==> config.mk <==
export PLATFORM = sky130hd
export DESIGN_NAME = bspc_ram
export DESIGN_NICKNAME = d
export VERILOG_FILES = /design/src/rtl/bspc_ram.sv
export SDC_FILE = /design/constraint.sdc
export NUM_CORES = 1
export LEC_CHECK = 0
export ABC_CLOCK_PERIOD_IN_PS = 3500
export BUFFER_PORTS_ARGS = -buffer_cell sky130_fd_sc_hd__buf_4
export CELL_PAD_IN_SITES_DETAIL_PLACEMENT = 0
export CELL_PAD_IN_SITES_GLOBAL_PLACEMENT = 2
export CORE_MARGIN = 5
export CORE_UTILIZATION = 52
export CTS_CLUSTER_SIZE = 40
export DETAILED_ROUTE_END_ITERATION = 12
export PLACE_DENSITY_LB_ADDON = 0.25
export SETUP_SLACK_MARGIN = 0.4
export SYNTH_ARGS = -nofsm -noshare
export SYNTH_HDL_FRONTEND = slang
export SYNTH_SLANG_ARGS = --single-unit
export TNS_END_PERCENT = 20
==> constraint.sdc <==
create_clock -name clk -period 3.5 [get_ports clk]
set_input_delay 0.525 -clock clk [delete_from_list [all_inputs] [get_ports clk]]
set_output_delay 0.525 -clock clk [all_outputs]
set_load 0.005 [all_outputs]
==> src/rtl/bspc_ram.sv <==
// ----------------------------------------------------------------------------
// bspc_ram: generic single-port-write RAM with registered read
// One write and one read port; read data appears the cycle after re.
// ----------------------------------------------------------------------------
`default_nettype none

module bspc_ram #(
  parameter int WIDTH = 8,
  parameter int DEPTH = 16
) (
  input  wire logic                     clk,
  input  wire logic                     we,
  input  wire logic [$clog2(DEPTH)-1:0] waddr,
  input  wire logic [WIDTH-1:0]         wdata,
  input  wire logic                     re,
  input  wire logic [$clog2(DEPTH)-1:0] raddr,
  output logic      [WIDTH-1:0]         rdata
);

  logic [WIDTH-1:0] mem [DEPTH];

  always_ff @(posedge clk) begin
    if (we) begin
      mem[waddr] <= wdata;
    end
    if (re) begin
      rdata <= mem[raddr];
    end
  end

endmodule

`default_nettype wire

# Word-level counts from Yosys, hierarchy flattened
# Memory sizes are Yosys's and may differ from the RTL's. A register that Yosys moved wholly into a read port is not among the register bits.
# Index checks and enable logic that the tools add are counted.
# totals
reg_bits,0
ram_bits,128
in_bits,19
out_inout_bits,8
wordCells,3
n_memories,1
# memory_table
memory,words,width,read_ports,rd_ports_with_merged_regs,write_ports,line_no,text
mem,16,8,1,1,1,20,logic [WIDTH-1:0] mem [DEPTH];
# op_classes
mux,2
# ops
cell,n
$mux W1,2

# Logic depth before layout (Yosys ltp)
# depth
depth_word,2
depth_mapped,5
depth_no_buf,3

# Worst setup path after synthesis
# OpenSTA, ideal clock, no wires.
# synth_path
kind,input to register
start,input waddr[2]
end,memory mem[0][0] (enable)
setup_ns,0.383
arrival_ns,1.635
required_ns,3.117
slack_ns,1.482
path_stages,2
path_buffers,0
cell_sequence,or3b_2 -> nor3_1
# synth_rtl
item,line_no,text
from (decl),13,"input wire logic [$clog2(DEPTH)-1:0] waddr,"
to (decl),20,
# No word-level cell before the write port.

==> impl_table.tex <==
\begin{tabular}{lr}
\hline
Metric & Value \\
\hline
\multicolumn{2}{l}{\textbf{Outcome}} \\
Status & finished, final reports clean \\
\multicolumn{2}{l}{\textbf{Clock tree}} \\
TritonCTS clock tree & done \\
Buffer depth of the longest clock path & 2 \\
Cells resized by post-CTS repair & 0 \\
Number of buffers inserted during clock tree synthesis & 17 \\
Number of setup buffers added after CTS & 0 \\
H-tree levels & 4 \\
Clock latency on the worst-skew pair & 0.50 ns \\
Hold buffer count at cts & 0 \\
Clock transition at the registers of the reported paths & 0.05 ns \\
CTS root buf & clkbuf\_8 \\
Clock sink count & 136 \\
\multicolumn{2}{l}{\textbf{Worst setup path}} \\
Required time reported for the critical path endpoint & around 3.7 ns \\
Maximum fanout encountered on the critical timing path & 32 \\
Crit Path Category & in2reg \\
Crit. End Element & register \\
Worst Setup Start Kind & input pin \\
Worst path arrival time & 2.05 ns \\
\multicolumn{2}{l}{\textbf{Route}} \\
Avg Vias per Cell & 5.69 \\
1st-pass router iterations & 4 \\
Routed len/inst & 23.5 µm \\
Total vias in the final route & 2356 \\
DRC & 0 \\
Initial drt markers & between 200 and 250 \\
Detail Route Antenna Nets & 0 \\
Post-detailed-routing wire length & 9.73 mm \\
\multicolumn{2}{l}{\textbf{Place}} \\
Number of I/O port buffers & 26 \\
Placer Congestion & roughly 0.71 \\
Placed wire-length estimate after detailed placement & about 6.1 mm \\
Placed cell count & 382 \\
\multicolumn{2}{l}{\textbf{Yosys}} \\
Sequential area share after synthesis & 78.1\% \\
Fraction of the mapped netlist area in compound gates & 2.30\% \\
Post-Synthesis Mean Instance Area & $\sim$23 µm² \\
YS warnings & 0 \\
Flops \& latches, synth & 136 \\
Distinct cell type count after synthesis & 18 \\
Cell count after synthesis & 229 \\
Largest family of logic cells by synthesized area & multiplexers \\
Arithmetic-cell share of the synthesized area counting full adders, half adders and majority gates & 0\% \\
Synth Cell Area & 5230 µm² \\
Multiplexer area fraction after synthesis & between 10 and 15\% \\
Net count after synthesis & 248 \\
Share of the synthesized netlist area taken by xor and xnor gates & 0\% \\
Area fraction in and, or, nand and nor cells after synthesis & 3.14\% \\
\multicolumn{2}{l}{\textbf{Timing}} \\
Worst setup skew after layout & 0.00552 ns \\
Final worst path period share & between 50\% and 60\% \\
Worst slack on hold paths & around 0.32 ns \\
Transition time of the tightest slew-check pin & 0.840 ns \\
RSZ-0062 raised after global routing & false \\
Count of final max-slew check failures & 0 \\
Maximum achievable frequency & 551 MHz \\
Setup tns final & 0 ns \\
Final setup violating endpoints & 0 \\
Final critical delay including setup and external delays & 1.81 ns \\
Final count of hold timing violations & 0 \\
Worst-case headroom to the max-slew limit & 43.8\% \\
\multicolumn{2}{l}{\textbf{Floorplan}} \\
Total die area & 12200 µm² \\
Initial standard-cell utilization of the core & 53.5\% \\
Chip width & 110 µm \\
CORE AREA & 9770 µm² \\
Top-level I/O count & 27 \\
Cell Rows & 36 \\
Y dimension of the die & 110 µm \\
\multicolumn{2}{l}{\textbf{Min path}} \\
Hold Path Class & in2reg \\
\multicolumn{2}{l}{\textbf{Pwr}} \\
Combinational share of power & 4.6\% \\
Power per Cell Area & between 600 and 700 nW/µm² \\
Switching power & between 600 and 700 µW \\
Share of power burned in registers & 50.2\% \\
Net Sw Frac & 18.9\% \\
Maximum vdd drop & 0.310 mV \\
Design internal power & 2.98 mW \\
Clock share of power & a little under half \\
Static leakage power & 2.02 nW \\
\multicolumn{2}{l}{\textbf{Global routing}} \\
Overflow left after global routing & 0 \\
Combined global-route utilization of all metal layers & 18.2\% \\
Largest net degree at the start of global routing & 33 \\
Via count of the first global-routing pass & 2500 \\
Initial antenna violation count & 0 \\
Wire length of the first global-routing pass & 15.0 mm \\
\multicolumn{2}{l}{\textbf{Final layout}} \\
Number of antenna repair diodes & 0 \\
Final-stage net count & 287 \\
Most frequent standard cell in the layout excluding fill and tap cells & edfxtp\_1 \\
Commonest non-fill, non-tap cells in the layout & 136 x edfxtp\_1, 30 x buf\_4, 18 x mux4\_2, 16 x a22oi\_1, 16 x clkbuf\_16 \\
Number of standard cells in the final layout excluding fillers & 414 \\
Fraction of layout instances using a drive strength above 1 & 26.3\% \\
Fraction of the core area covered by cells at the end of the flow & 62.3\% \\
Area overhead of the layout relative to synthesis & 16.5\% \\
\multicolumn{2}{l}{\textbf{Job}} \\
Max-capacitance violation count & 0 \\
\hline
\end{tabular}
[power by group through the flow]
stage | combinational, mW | sequential (mW) | clock, mW
4_1_cts | 0.175 | 1.85 | 1.69
3_3_place_gp | 0.171 | 1.88 | 0
3_5_place_dp | 0.174 | 1.88 | 0
5_1_grt | 0.189 | 1.85 | 1.77
2_1_floorplan | 0.0926 | 1.88 | 0
6_report | 0.171 | 1.84 | 1.66
[cell usage after synthesis (all sizes together)]
cell type      count  area share, %
and2               1           0.12
mux4              32             15
nand2              9           0.65
a22oi             16            2.3
or3b               1           0.17
nor2b              1           0.12
nor3               4           0.38
nor2              13           0.93
edfxtp           136             78
buf                7            1.1
clkdlybuf4s25      3           0.57
nand3              1          0.096
and2b              1           0.14
nand3b             2           0.29
nand2b             2           0.24
[worst max-delay path: stages]
cell and delay (ns):
buf_4 0.48, mux4_2 0.61, a22oi_1 0.31, nand2_1 0.11
[state kept, by name, summed over array words and instances (netlist names)]
name   flops
mem      128
rdata      8
[through the flow]
stage	cell area, µm²	setup slack [ns]	power, mW
4_1_cts	6090	1.65	3.71
2_1_floorplan	5230	1.48	1.97
6_report	6090	1.69	3.67
3_3_place_gp	5530	1.15	2.05
5_1_grt	6090	1.60	3.80
3_5_place_dp	5530	1.11	2.05
[metal layers]
layer | global-route usage (%) | vias up | wire length [µm] | share of wire [%]
met3 | 4.95 | 2 | 560 | 5.8
met1 | 25.2 | 1215 | 4170 | 43
met2 | 28.6 | 77 | 4970 | 51
met4 | 6.07 | 0 | 28 | 0.29
met5 | 0 | - | 0 | 0
li1 | - | 1062 | - | -
[worst paths after layout]
kind	start	end	slack (ns)	cells past startpoint
max	raddr[0]	rdata[7]$_DFFE_PP_	1.69	4
min	re	rdata[2]$_DFFE_PP_	0.32	1
max reg2reg	mem[11][7]$_DFFE_PP_	rdata[7]$_DFFE_PP_	1.95	3
min reg2reg	mem[8][1]$_DFFE_PP_	rdata[1]$_DFFE_PP_	0.76	3
[final cells by class]
type,count,area [µm²]
clock inverter,12,133
fill,684,3680
sequential,136,4080
timing repair buffer,30,225
clock buffer,20,425
tap,133,166
multi-input combinational,83,1060
[cells by family (layout without fill, tap and decap cells)]
logic type,after synthesis,after routing
AND/OR/NAND/NOR,35,35
buffers and inverters,10,62
AO/OA/AOI/OAI,16,16
multiplexers,32,32
flip-flops,136,136
(Power assumes the default switching activity.)
